==> src/sv/bdlp_pkg.sv <==
// Shared types, constants and helpers for the button debounce block.
package bdlp_pkg;

	localparam int NUM_BUTTONS = 4;
	localparam int COUNT_WIDTH = 16;
	localparam int FIELD_BITS  = 4;
	localparam int REG_WIDTH   = 16;
	localparam int DUR_WIDTH   = 16;
	localparam int CMP_WIDTH   = (COUNT_WIDTH > REG_WIDTH) ? COUNT_WIDTH : REG_WIDTH;
	localparam int IDX_WIDTH   = 3;

	typedef logic [COUNT_WIDTH-1:0] cnt_t;
	typedef logic [REG_WIDTH-1:0]   reg_t;

	typedef enum logic [IDX_WIDTH-1:0] {
		REG_DEBOUNCE     = 3'd0,
		REG_LONG_PRESS   = 3'd1,
		REG_REPEAT_DELAY = 3'd2,
		REG_REPEAT_PER   = 3'd3
	} reg_index_t;

	localparam reg_t DEBOUNCE_RST     = 16'd50;
	localparam reg_t LONG_PRESS_RST   = 16'd1000;
	localparam reg_t REPEAT_DELAY_RST = 16'd500;
	localparam reg_t REPEAT_PER_RST   = 16'd100;

	typedef struct packed {
		reg_t debounce_ms;
		reg_t long_press_ms;
		reg_t repeat_delay_ms;
		reg_t repeat_period_ms;
	} cfg_regs_t;

	typedef struct packed {
		logic held;
		logic repeating;
		logic click_flag;
		logic long_flag;
		cnt_t hold_count;
	} lane_status_t;

	function automatic cnt_t sat_inc(cnt_t v);
		return (v == {COUNT_WIDTH{1'b1}}) ? v : cnt_t'(v + 1'b1);
	endfunction

	function automatic logic cnt_ge(cnt_t c, reg_t t);
		return CMP_WIDTH'(c) >= CMP_WIDTH'(t);
	endfunction

	function automatic logic cnt_gt(cnt_t c, reg_t t);
		return CMP_WIDTH'(c) > CMP_WIDTH'(t);
	endfunction

	function automatic logic [DUR_WIDTH-1:0] dur_clip(cnt_t c);
		logic [CMP_WIDTH:0] w;
		w = (CMP_WIDTH + 1)'(c);
		if (w > (CMP_WIDTH + 1)'({DUR_WIDTH{1'b1}}))
			return {DUR_WIDTH{1'b1}};
		return w[DUR_WIDTH-1:0];
	endfunction

endpackage

==> src/sv/button_debounce_long_press_repeat.sv <==
// Top level of the four-button debounce, long-press and autorepeat front end.
//
// Each input beat is one millisecond tick: raw active-low pin levels plus
// read-and-clear masks for the click and long-press flags; the clears apply
// before the tick's update. Every button has its own lane that debounces the
// pin (a level is taken once it has been quiet for more than debounce_ms
// ticks), times the press, and latches click, long-press and autorepeat
// events. All lanes update side by side in the cycle a beat is accepted; a
// merge stage then collects their flags into four-bit masks, picks the hold
// time of the button named by query_index (0 when it is not pressed) and
// registers one result beat. Throughput is one tick per clock while in_stall
// is low, and each result appears in the cycle after its tick is accepted.
// The single output register sets the rate: a new tick is taken whenever the
// output is empty or is being taken in the same cycle, so in_stall only rises
// while a result waits under out_stall. Counters saturate at their maximum.
// Configuration (cfg_we, cfg_index, cfg_data) writes registers 0..3 at any
// clock edge with cfg_we high; indexes above 3 are ignored. Write only while
// no tick is in flight.
module button_debounce_long_press_repeat import bdlp_pkg::*; (
	input  logic                  clk,
	input  logic                  arst_n,
	// configuration port
	input  logic                  cfg_we,
	input  logic [IDX_WIDTH-1:0]  cfg_index,
	input  logic [REG_WIDTH-1:0]  cfg_data,
	// tick channel
	input  logic                  in_valid,
	output logic                  in_stall,
	input  logic [FIELD_BITS-1:0] raw_levels,
	input  logic [FIELD_BITS-1:0] clear_click,
	input  logic [FIELD_BITS-1:0] clear_long,
	input  logic [1:0]            query_index,
	// result channel
	output logic                  out_valid,
	input  logic                  out_stall,
	output logic [FIELD_BITS-1:0] pressed_mask,
	output logic [FIELD_BITS-1:0] repeating_mask,
	output logic [FIELD_BITS-1:0] click_flags,
	output logic [FIELD_BITS-1:0] long_flags,
	output logic [DUR_WIDTH-1:0]  press_duration
);

	cfg_regs_t    cfg_q;
	lane_status_t lane_next [NUM_BUTTONS];
	logic         accept;

	// Hold the tick only while a finished beat is still blocked downstream.
	assign in_stall = out_valid & out_stall;
	assign accept   = in_valid & ~in_stall;

	// Register file; writes to unknown indexes drop silently.
	always_ff @(posedge clk or negedge arst_n) begin
		if (!arst_n) begin
			cfg_q.debounce_ms      <= DEBOUNCE_RST;
			cfg_q.long_press_ms    <= LONG_PRESS_RST;
			cfg_q.repeat_delay_ms  <= REPEAT_DELAY_RST;
			cfg_q.repeat_period_ms <= REPEAT_PER_RST;
		end else if (cfg_we) begin
			case (reg_index_t'(cfg_index))
				REG_DEBOUNCE:     cfg_q.debounce_ms      <= cfg_data;
				REG_LONG_PRESS:   cfg_q.long_press_ms    <= cfg_data;
				REG_REPEAT_DELAY: cfg_q.repeat_delay_ms  <= cfg_data;
				REG_REPEAT_PER:   cfg_q.repeat_period_ms <= cfg_data;
				default: ;
			endcase
		end
	end

	// One lane per button; buttons past the pin fields read as released.
	for (genvar i = 0; i < NUM_BUTTONS; i++) begin : g_lane
		logic lvl, clr_c, clr_l;
		if (i < FIELD_BITS) begin : g_pin
			assign lvl   = raw_levels[i];
			assign clr_c = clear_click[i];
			assign clr_l = clear_long[i];
		end else begin : g_nopin
			assign lvl   = 1'b1;
			assign clr_c = 1'b0;
			assign clr_l = 1'b0;
		end
		bdlp_lane u_lane (
			.clk         (clk),
			.arst_n      (arst_n),
			.accept      (accept),
			.level       (lvl),
			.clr_click   (clr_c),
			.clr_long    (clr_l),
			.cfg         (cfg_q),
			.status_next (lane_next[i])
		);
	end

	// Combine lane results and register the result beat.
	bdlp_merge u_merge (
		.clk            (clk),
		.arst_n         (arst_n),
		.accept         (accept),
		.query_index    (query_index),
		.lanes          (lane_next),
		.out_stall      (out_stall),
		.out_valid      (out_valid),
		.pressed_mask   (pressed_mask),
		.repeating_mask (repeating_mask),
		.click_flags    (click_flags),
		.long_flags     (long_flags),
		.press_duration (press_duration)
	);

endmodule

==> src/sv/bdlp_lane.sv <==
// One button lane: debounce, hold timing, long-press and autorepeat flags.
module bdlp_lane import bdlp_pkg::*; (
	input  logic         clk,
	input  logic         arst_n,
	input  logic         accept,
	input  logic         level,
	input  logic         clr_click,
	input  logic         clr_long,
	input  cfg_regs_t    cfg,
	output lane_status_t status_next
);

	logic prev_q, stable_q, held_q, arep_q, click_q, long_q;
	cnt_t quiet_q, hold_q, rep_q;

	logic prev_d, stable_d, held_d, arep_d, click_d, long_d;
	cnt_t quiet_d, hold_d, rep_d;

	always_comb begin
		click_d  = click_q & ~clr_click;
		long_d   = long_q & ~clr_long;
		quiet_d  = (level != prev_q) ? '0 : sat_inc(quiet_q);
		hold_d   = held_q ? sat_inc(hold_q) : hold_q;
		rep_d    = sat_inc(rep_q);
		held_d   = held_q;
		arep_d   = arep_q;
		stable_d = stable_q;
		prev_d   = level;

		if (cnt_gt(quiet_d, cfg.debounce_ms) && (level != stable_q)) begin
			stable_d = level;
			if (!level) begin
				held_d  = 1'b1;
				hold_d  = '0;
				rep_d   = '0;
				arep_d  = 1'b0;
				click_d = 1'b0;
				long_d  = 1'b0;
			end else begin
				if (cnt_ge(hold_d, cfg.long_press_ms))
					long_d = 1'b1;
				else
					click_d = 1'b1;
				held_d = 1'b0;
				arep_d = 1'b0;
			end
		end

		if (held_d && !long_d) begin
			if (cnt_ge(hold_d, cfg.long_press_ms))
				long_d = 1'b1;
			if (!arep_d) begin
				if (cnt_ge(hold_d, cfg.repeat_delay_ms)) begin
					arep_d = 1'b1;
					rep_d  = '0;
				end
			end else if (cnt_ge(rep_d, cfg.repeat_period_ms)) begin
				click_d = 1'b1;
				rep_d   = '0;
			end
		end
	end

	always_ff @(posedge clk or negedge arst_n) begin
		if (!arst_n) begin
			prev_q   <= 1'b1;
			stable_q <= 1'b1;
			held_q   <= 1'b0;
			arep_q   <= 1'b0;
			click_q  <= 1'b0;
			long_q   <= 1'b0;
			quiet_q  <= '0;
			hold_q   <= '0;
			rep_q    <= '0;
		end else if (accept) begin
			prev_q   <= prev_d;
			stable_q <= stable_d;
			held_q   <= held_d;
			arep_q   <= arep_d;
			click_q  <= click_d;
			long_q   <= long_d;
			quiet_q  <= quiet_d;
			hold_q   <= hold_d;
			rep_q    <= rep_d;
		end
	end

	assign status_next = '{held: held_d, repeating: arep_d, click_flag: click_d,
		long_flag: long_d, hold_count: hold_d};

	a_arep_needs_held: assert property (@(posedge clk) disable iff (!arst_n)
		arep_q |-> held_q) else $error("autorepeat active on a released button");
	a_held_tracks_stable: assert property (@(posedge clk) disable iff (!arst_n)
		held_q == !stable_q) else $error("held disagrees with stable level");
	a_hold_frozen_idle: assert property (@(posedge clk) disable iff (!arst_n)
		!accept |=> $stable(hold_q) && $stable(held_q))
		else $error("lane state moved without a tick");

endmodule

==> src/sv/bdlp_merge.sv <==
// Merge stage: gather lane results into masks and the queried duration, register the beat.
module bdlp_merge import bdlp_pkg::*; (
	input  logic                  clk,
	input  logic                  arst_n,
	input  logic                  accept,
	input  logic [1:0]            query_index,
	input  lane_status_t          lanes [NUM_BUTTONS],
	input  logic                  out_stall,
	output logic                  out_valid,
	output logic [FIELD_BITS-1:0] pressed_mask,
	output logic [FIELD_BITS-1:0] repeating_mask,
	output logic [FIELD_BITS-1:0] click_flags,
	output logic [FIELD_BITS-1:0] long_flags,
	output logic [DUR_WIDTH-1:0]  press_duration
);

	logic [FIELD_BITS-1:0] pm, rm, cm, lm;
	logic [DUR_WIDTH-1:0]  dur;
	logic                  valid_q;

	always_comb begin
		pm  = '0;
		rm  = '0;
		cm  = '0;
		lm  = '0;
		dur = '0;
		for (int i = 0; i < NUM_BUTTONS; i++) begin
			if (i < FIELD_BITS) begin
				pm[i] = lanes[i].held;
				rm[i] = lanes[i].repeating;
				cm[i] = lanes[i].click_flag;
				lm[i] = lanes[i].long_flag;
				if ((int'(query_index) == i) && lanes[i].held)
					dur = dur_clip(lanes[i].hold_count);
			end
		end
	end

	always_ff @(posedge clk or negedge arst_n) begin
		if (!arst_n)
			valid_q <= 1'b0;
		else if (accept)
			valid_q <= 1'b1;
		else if (!out_stall)
			valid_q <= 1'b0;
	end

	always_ff @(posedge clk) begin
		if (accept) begin
			pressed_mask   <= pm;
			repeating_mask <= rm;
			click_flags    <= cm;
			long_flags     <= lm;
			press_duration <= dur;
		end
	end

	assign out_valid = valid_q;

endmodule
==> config.mk <==
export PLATFORM = sky130hd
export DESIGN_NAME = button_debounce_long_press_repeat
export DESIGN_NICKNAME = d
export VERILOG_FILES = /design/src/sv/bdlp_pkg.sv /design/src/sv/button_debounce_long_press_repeat.sv /design/src/sv/bdlp_lane.sv /design/src/sv/bdlp_merge.sv
export SDC_FILE = /design/constraint.sdc
export NUM_CORES = 1
export LEC_CHECK = 0
export ABC_AREA = 1
export BUFFER_PORTS_ARGS = -buffer_cell sky130_fd_sc_hd__buf_2
export CORE_ASPECT_RATIO = 1.5
export CORE_MARGIN = 5
export CORE_UTILIZATION = 39
export CTS_BUF_LIST = sky130_fd_sc_hd__clkbuf_4
export DETAILED_ROUTE_END_ITERATION = 7
export RECOVER_POWER = 25
export SETUP_SLACK_MARGIN = 0.02
export SYNTH_ARGS = -nofsm -noshare
export SYNTH_HDL_FRONTEND = slang
export SYNTH_HIERARCHICAL = 1
export SYNTH_SLANG_ARGS = --single-unit
==> constraint.sdc <==
create_clock -name clk -period 7.7 [get_ports clk]
set_input_delay 2.31 -clock clk [delete_from_list [all_inputs] [get_ports clk]]
set_output_delay 2.31 -clock clk [all_outputs]
set_load 0.05 [all_outputs]
== Word level (Yosys, flattened, before mapping) ==
Index checks and enable logic that the tools add are counted.
W data, S select, Z words.
Storage, ports and cells
  output and inout bits: 34
  input bits: 38
  register bits: 313
  word-level logic and storage cells: 276
Operators by class
  reductions and logical operators: 26
  muxes and demuxes: 126
  $lt $le $gt $ge: 20
  equal/unequal tests: 27
  bitwise logic cells: 19
  add/subtract/negate cells: 12
Operators by type and width (count)
  $mux W16: 56
  $ge A16 B16 Y1: 16
  $add A16 B1 Y16 const B: 12
  $eq A16 B16 Y1 const B: 12
  $mux W1: 70
  $gt A16 B16 Y1: 4
  $reduce_and A2 Y1: 8
  $logic_and A1 B1 Y1: 12
  $and A1 B1 Y1: 10
  $not A1 Y1: 9
  $ne A1 B1 Y1: 8
  $eq A3 B2 Y1 const B: 2
  $eq A2 B2 Y1 const B: 2
  $logic_not A1 Y1: 4
  $eq A3 B1 Y1 const B: 1
  $logic_not A3 Y1: 1
  $eq A2 B1 Y1 const B: 1
  $logic_not A2 Y1: 1
  $ne A2 B1 Y1 const B: 1

== Depth between registers and ports, before layout ==
  depth in word-level cells: 11
  gate-level depth with buffers: 38
  gate-level depth less buffers: 36

== Cells and area by module ==
The synthesis kept the hierarchy.
By module, submodules not included
  bdlp_lane (g_lane[0].u_lane): area an instance 6045.8 µm², seq. area each 1353.8 µm², cells each 923, instances 1
  bdlp_lane (g_lane[3].u_lane): area an instance 5999.5 µm², seq. area each 1353.8 µm², cells each 919, instances 1
  bdlp_lane (g_lane[2].u_lane): area an instance 5934.4 µm², seq. area each 1353.8 µm², cells each 913, instances 1
  bdlp_lane (g_lane[1].u_lane): area an instance 5928.2 µm², seq. area each 1353.8 µm², cells each 902, instances 1
  button_debounce_long_press_repeat: area an instance 2682.6 µm², seq. area each 1624.1 µm², cells each 289, instances 1
  bdlp_merge: area an instance 1634.1 µm², seq. area each 985.9 µm², cells each 136, instances 1

== Worst setup path after synthesis ==
Ideal clock, no wire load.
  path type: input to register
  start point: input raw_levels[1]
  end point: register g_lane[1].u_lane.rep_q[11]
  cell stages on the path: 28
  data required time: 7582 ps
  arrival time: 5669 ps
  setup slack: 1913 ps
  library setup time: 118 ps
  buffers on the path: 2
  path through: xor2_1 inv_1 o21ai_0 inv_1 ha_1 nand2_1 nor2_2 nand2_1 nor2_2 nand2_1 nand3_2 nand3b_4 buf_1 nand2_1 inv_1 ha_1 nand2_1 nor3_1 nand3_1 inv_1 nand2_1 nand3_1 nand2_1 clkinv_1 nand3_4 buf_12 nand3_1 nand2_1
RTL lines
  start, declared: line button_debounce_long_press_repeat.sv:29  | input logic [FIELD_BITS-1:0] raw_levels,
  end signal, assigned: line bdlp_lane.sv:84  | rep_q <= rep_d;
  end, declared: line bdlp_lane.sv:14  | cnt_t quiet_q, hold_q, rep_q;

==> out/metrics.sh <==
PERIOD_NEEDED_PS=6510
SHARE_SEQ_OF_TOTAL_POWER_PCT=35.5
FRACTION_OF_LAYOUT_INSTANCES_USING_A_DRIVE_STRENGTH_ABOVE_1_PCT=10.3
SYNTH_TOP_CELL_BY_AREA='sky130_fd_sc_hd__dfrtp_1'
VIAS_IN_THE_FIRST_GLOBAL_ROUTE=25400
HOLDCRITSTARTPOINT='g_lane[3].u_lane/prev_q'
RSZ_0062_RAISED_AFTER_GLOBAL_ROUTING='false'
VIOLATIONS='max-capacitance violations, max-slew violations'
POST_LAYOUT_NONFILLER_INSTANCES=5139
PERIOD_SHARE_PCT=84.6
CP.REQUIRED_PS=8430
DP.CELLS=4968
TRITONCTS='done'
WORST_CASE_SETUP_MARGIN_IN_THE_FINAL_LAYOUT_PS=1190
WORSTPATHARRIVAL_PS=7240
FINAL-HOLD-VIOLATION-COUNT=0
FINISH.NET_COUNT=4515
SYNTH_CELLS=4082
INITIAL_CORE_UTIL_PCT=39.4
SYNTH_NETS=4452
DIE_X_UM=230
GRT_USAGE_PCT=21.6
REGTOREGSTARTPOINT='g_lane[0].u_lane/quiet_q[0]'
POWER.SWITCHING_mW=2.90
MAPPEDNETLISTAREA_UM2=28200
MAX-VDD-IR-DROP_mV=0.104
PRE_CTS_WS_PS=383
LEAK_PWR_nW=16.8
NETLIST-CELL-TYPE-COUNT=59
YOSYSTOPAREACELLSHARE_PCT=22.6
DETAILEDPLACEMENTHPWL_MM=65.1
FINAL-SETUP-VIOL-COUNT=0
LATEST_CLOCK_ARRIVAL_WITHIN_THE_WORST_SKEW_PAIR_PS=910
TOTAL_POWER_mW=6.55
ANTENNA_VIOLATING_NETS_POST_ROUTE=0
YS_SEQ_ELEMENTS=313
STATUS='complete, but fails checks'
GRT_MAX_DEGREE=109
FINALCOREUTILIZATION_PCT=42.4
POWER_REPORT.INTERNAL_TOTAL_mW=3.64
SLEW-LIMIT-HEADROOM_PCT=-102
VIA_COUNT=26100
POST_CTS_RESIZED=0
HIGHEST_CLOCK_RATE_GHz=0.154
PLACE.PORT_BUFFERS=71
QUANTITY_OF_HOLD_FIXING_BUFFERS_ADDED_AFTER_CTS=0
DPL_CELL_AREA_UM2=29200
POST-CTS-SETUP-BUFFER-COUNT=0
SYNTH.YOSYS.SEQ_AREA_SHARE_PCT=28.4
SYNTHTOPCELLSBYAREA='sky130_fd_sc_hd__dfrtp_1, sky130_fd_sc_hd__nand2_1, sky130_fd_sc_hd__ha_1, sky130_fd_sc_hd__inv_1, sky130_fd_sc_hd__nand3_1'
REMAINING_GLOBAL_ROUTE_OVERFLOW=0
CLOCK-SKEW-FINAL_PS=98.4
DIEAREA_UM2=78000
POWERDENSITY_nW_PER_UM2=216
COMBPWRFRAC_PCT=38.9
MAX-CLOCK-PATH-BUFFERS=3
CTSROOTBUFFERMASTER='sky130_fd_sc_hd__clkbuf_4'
FINAL_AREA_UM2=30400
CAP_VIOL_MAX_COUNT=3
DIE_HEIGHT_UM=339
GRT_PASS1_WL_MM=135
AVGVIACOUNTPERCELL=5.07
CP_ENDPOINT_KIND='register'
WORST_PIN_SLEW_PS=3030
TOP_LEVEL_PORTS=72
H-TREE-DEPTH=3
CP_MAX_FO=34
TIMING.FINAL.MAX_SLEW_VIOLATIONS=208
CRITICAL_PATH.STARTPOINT_TYPE='input pin'
HOLD_PATH_CLASS='reg -> reg'
CLKSINKCOUNT=313
FINALSETUPTNS_PS=0
PWR-SHARE-CLK_PCT=25.5
TIMING.CRITICAL_PATH.FROM='raw_levels[0]'
DRTPASS1ITERATIONS=7
NETSWITCHINGFRACTION_PCT=44.3
GLOBALPLACE.CONGESTION=0.954
TRITONCTS.NUM_BUFFERS=90
SYNTH.AVG_CELL_AREA_UM2=6.91
CORE_UM2=71600
AREA_DELTA_SYNTH_FINAL_PCT=7.53
CLK_TRANSITION_REPORTED_PATHS_PS=70
REMAINING_DRC_ERRORS=0
YOSYS_WARNINGS=6
DETAIL_ROUTE.ITER0.VIOLATIONS=1751
GRT_ANTENNA_BEFORE_REPAIR=3
WIRE_PER_INST_UM=16.6
ROUTED_WL_MM=85.5
SETUP_CP_TYPE='in -> reg'
NUM_ROWS=120
FIN_HOLD_WS_PS=472
-- sequential cells by signal (all words and copies together), names as in the netlist, 4 cells and up --
name,cells
cfg_q,64
g_lane.u_lane/arep_q,4
g_lane.u_lane/click_q,4
g_lane.u_lane/held_q,4
g_lane.u_lane/hold_q,64
g_lane.u_lane/long_q,4
g_lane.u_lane/prev_q,4
g_lane.u_lane/quiet_q,64
g_lane.u_lane/rep_q,64
g_lane.u_lane/stable_q,4
u_merge/click_flags,4
u_merge/long_flags,4
u_merge/press_duration,16
u_merge/pressed_mask,4
u_merge/repeating_mask,4
-- cell usage in the layout (no fill, tap or decap), drive strengths merged, types with 4 or more instances in the layout --
cell	instances
nand2	1219
inv	747
ha	332
nor2	294
nand3	282
dfrtp	255
o21ai	213
a21oi	189
clkbuf	132
nand4	106
buf	85
xor2	70
nor3	69
xnor2	36
clkinv	34
edfxtp	32
dfstp	26
nor4	16
o21a	13
a31oi	12
or2	11
o21bai	9
o211ai	8
nand3b	8
a21o	5
a211oi	5
o22ai	4
-- power by group through the flow --
stage / logic (mW) / registers [mW] / clock network, mW
finish: 2.55 / 2.33 / 1.67
global route: 2.97 / 2.35 / 1.83
CTS: 2.56 / 2.33 / 1.75
detailed placement: 2.55 / 2.35 / 0
global placement: 2.51 / 2.35 / 0
floorplan: 1.92 / 2.22 / 0
-- logic make-up (layout without fill, tap and decap cells) --
kind of cell	count (synthesis)	count (layout)	synth area share, %
other	0	2	0
xor gates and xnor gates	106	106	3.34
adders and majority gates	332	332	14.7
buffers and inverters	862	1002	12.4
AOI/OAI and AO/OA	462	462	8.75
DFF	313	313	28.4
and+or+nand+nor	2007	2007	32.3
-- critical path, stage by stage --
cell                       delay, ps
sky130_fd_sc_hd__buf_2           220
sky130_fd_sc_hd__xor2_1          570
sky130_fd_sc_hd__inv_1           380
sky130_fd_sc_hd__o21ai_0         230
sky130_fd_sc_hd__inv_1            80
sky130_fd_sc_hd__ha_1            300
sky130_fd_sc_hd__nand2_1          90
sky130_fd_sc_hd__nor2_4          110
sky130_fd_sc_hd__nand2_2          80
sky130_fd_sc_hd__nor2_2          140
sky130_fd_sc_hd__nand2_1         100
sky130_fd_sc_hd__nand3_2         130
sky130_fd_sc_hd__nand3b_4        380
sky130_fd_sc_hd__nand2_1         320
sky130_fd_sc_hd__inv_1           150
sky130_fd_sc_hd__ha_1            320
sky130_fd_sc_hd__nand2_1          70
sky130_fd_sc_hd__nor3_1          180
sky130_fd_sc_hd__nand3_1          90
sky130_fd_sc_hd__inv_1            70
sky130_fd_sc_hd__nand2_1          50
sky130_fd_sc_hd__nand3_1         210
sky130_fd_sc_hd__nand2_1          90
sky130_fd_sc_hd__clkinv_1         70
sky130_fd_sc_hd__nand3_4         240
sky130_fd_sc_hd__nand3_1         160
sky130_fd_sc_hd__nand2_1          60
-- layer usage --
layer  routed length, um  share of wire [%]  GRT usage [%]
met5                  18              0.021              0
met1               34800                 41           25.6
met4                4250                5.0           10.7
met2               42500                 50           38.1
met3                3970                4.6           2.97
-- final cells by class --
type / instances / area [um2]
Fill cell: 7564 / 41300
Tap cell: 915 / 1140
Clock inverter: 39 / 218
Clock buffer: 130 / 976
Sequential cell: 313 / 8030
Multi-Input combinational cell: 2907 / 16700
Antenna cell: 2 / 5.00
Timing Repair Buffer: 87 / 485
Inverter: 746 / 2800
-- synth_stat cells (all sizes together) --
library cell	count
nor3	69
dfstp	26
nand3b	8
clkinv	2
nand2	1219
a31oi	12
o21a	13
dfrtp	255
ha	332
xnor2	36
nor2	294
o31ai	1
nor4	16
o22ai	4
a22oi	1
a21oi	189
or2	11
nor3b	1
nand3	282
a31o	1
a21o	5
nand4	106
inv	744
and3	1
o21ai	213
buf	67
clkbuf	49
edfxtp	32
o211ai	8
xor2	70
a211oi	5
a21boi	1
o21bai	9
-- final timing paths --
check                                         endpoint  slack [ps]  cells after the start
max                          g_lane[0].u_lane/rep_q[1]        1190                     27
min                            g_lane[3].u_lane/prev_q         470                      2
max reg2reg                  g_lane[0].u_lane/rep_q[1]        2260                     31
min reg2reg                    g_lane[3].u_lane/prev_q         470                      2
max in group asynchronous   g_lane[3].u_lane/rep_q[11]        1950                      2
min in group asynchronous  g_lane[1].u_lane/quiet_q[1]        2400                      1
Power figures use the tool's default switching activity.
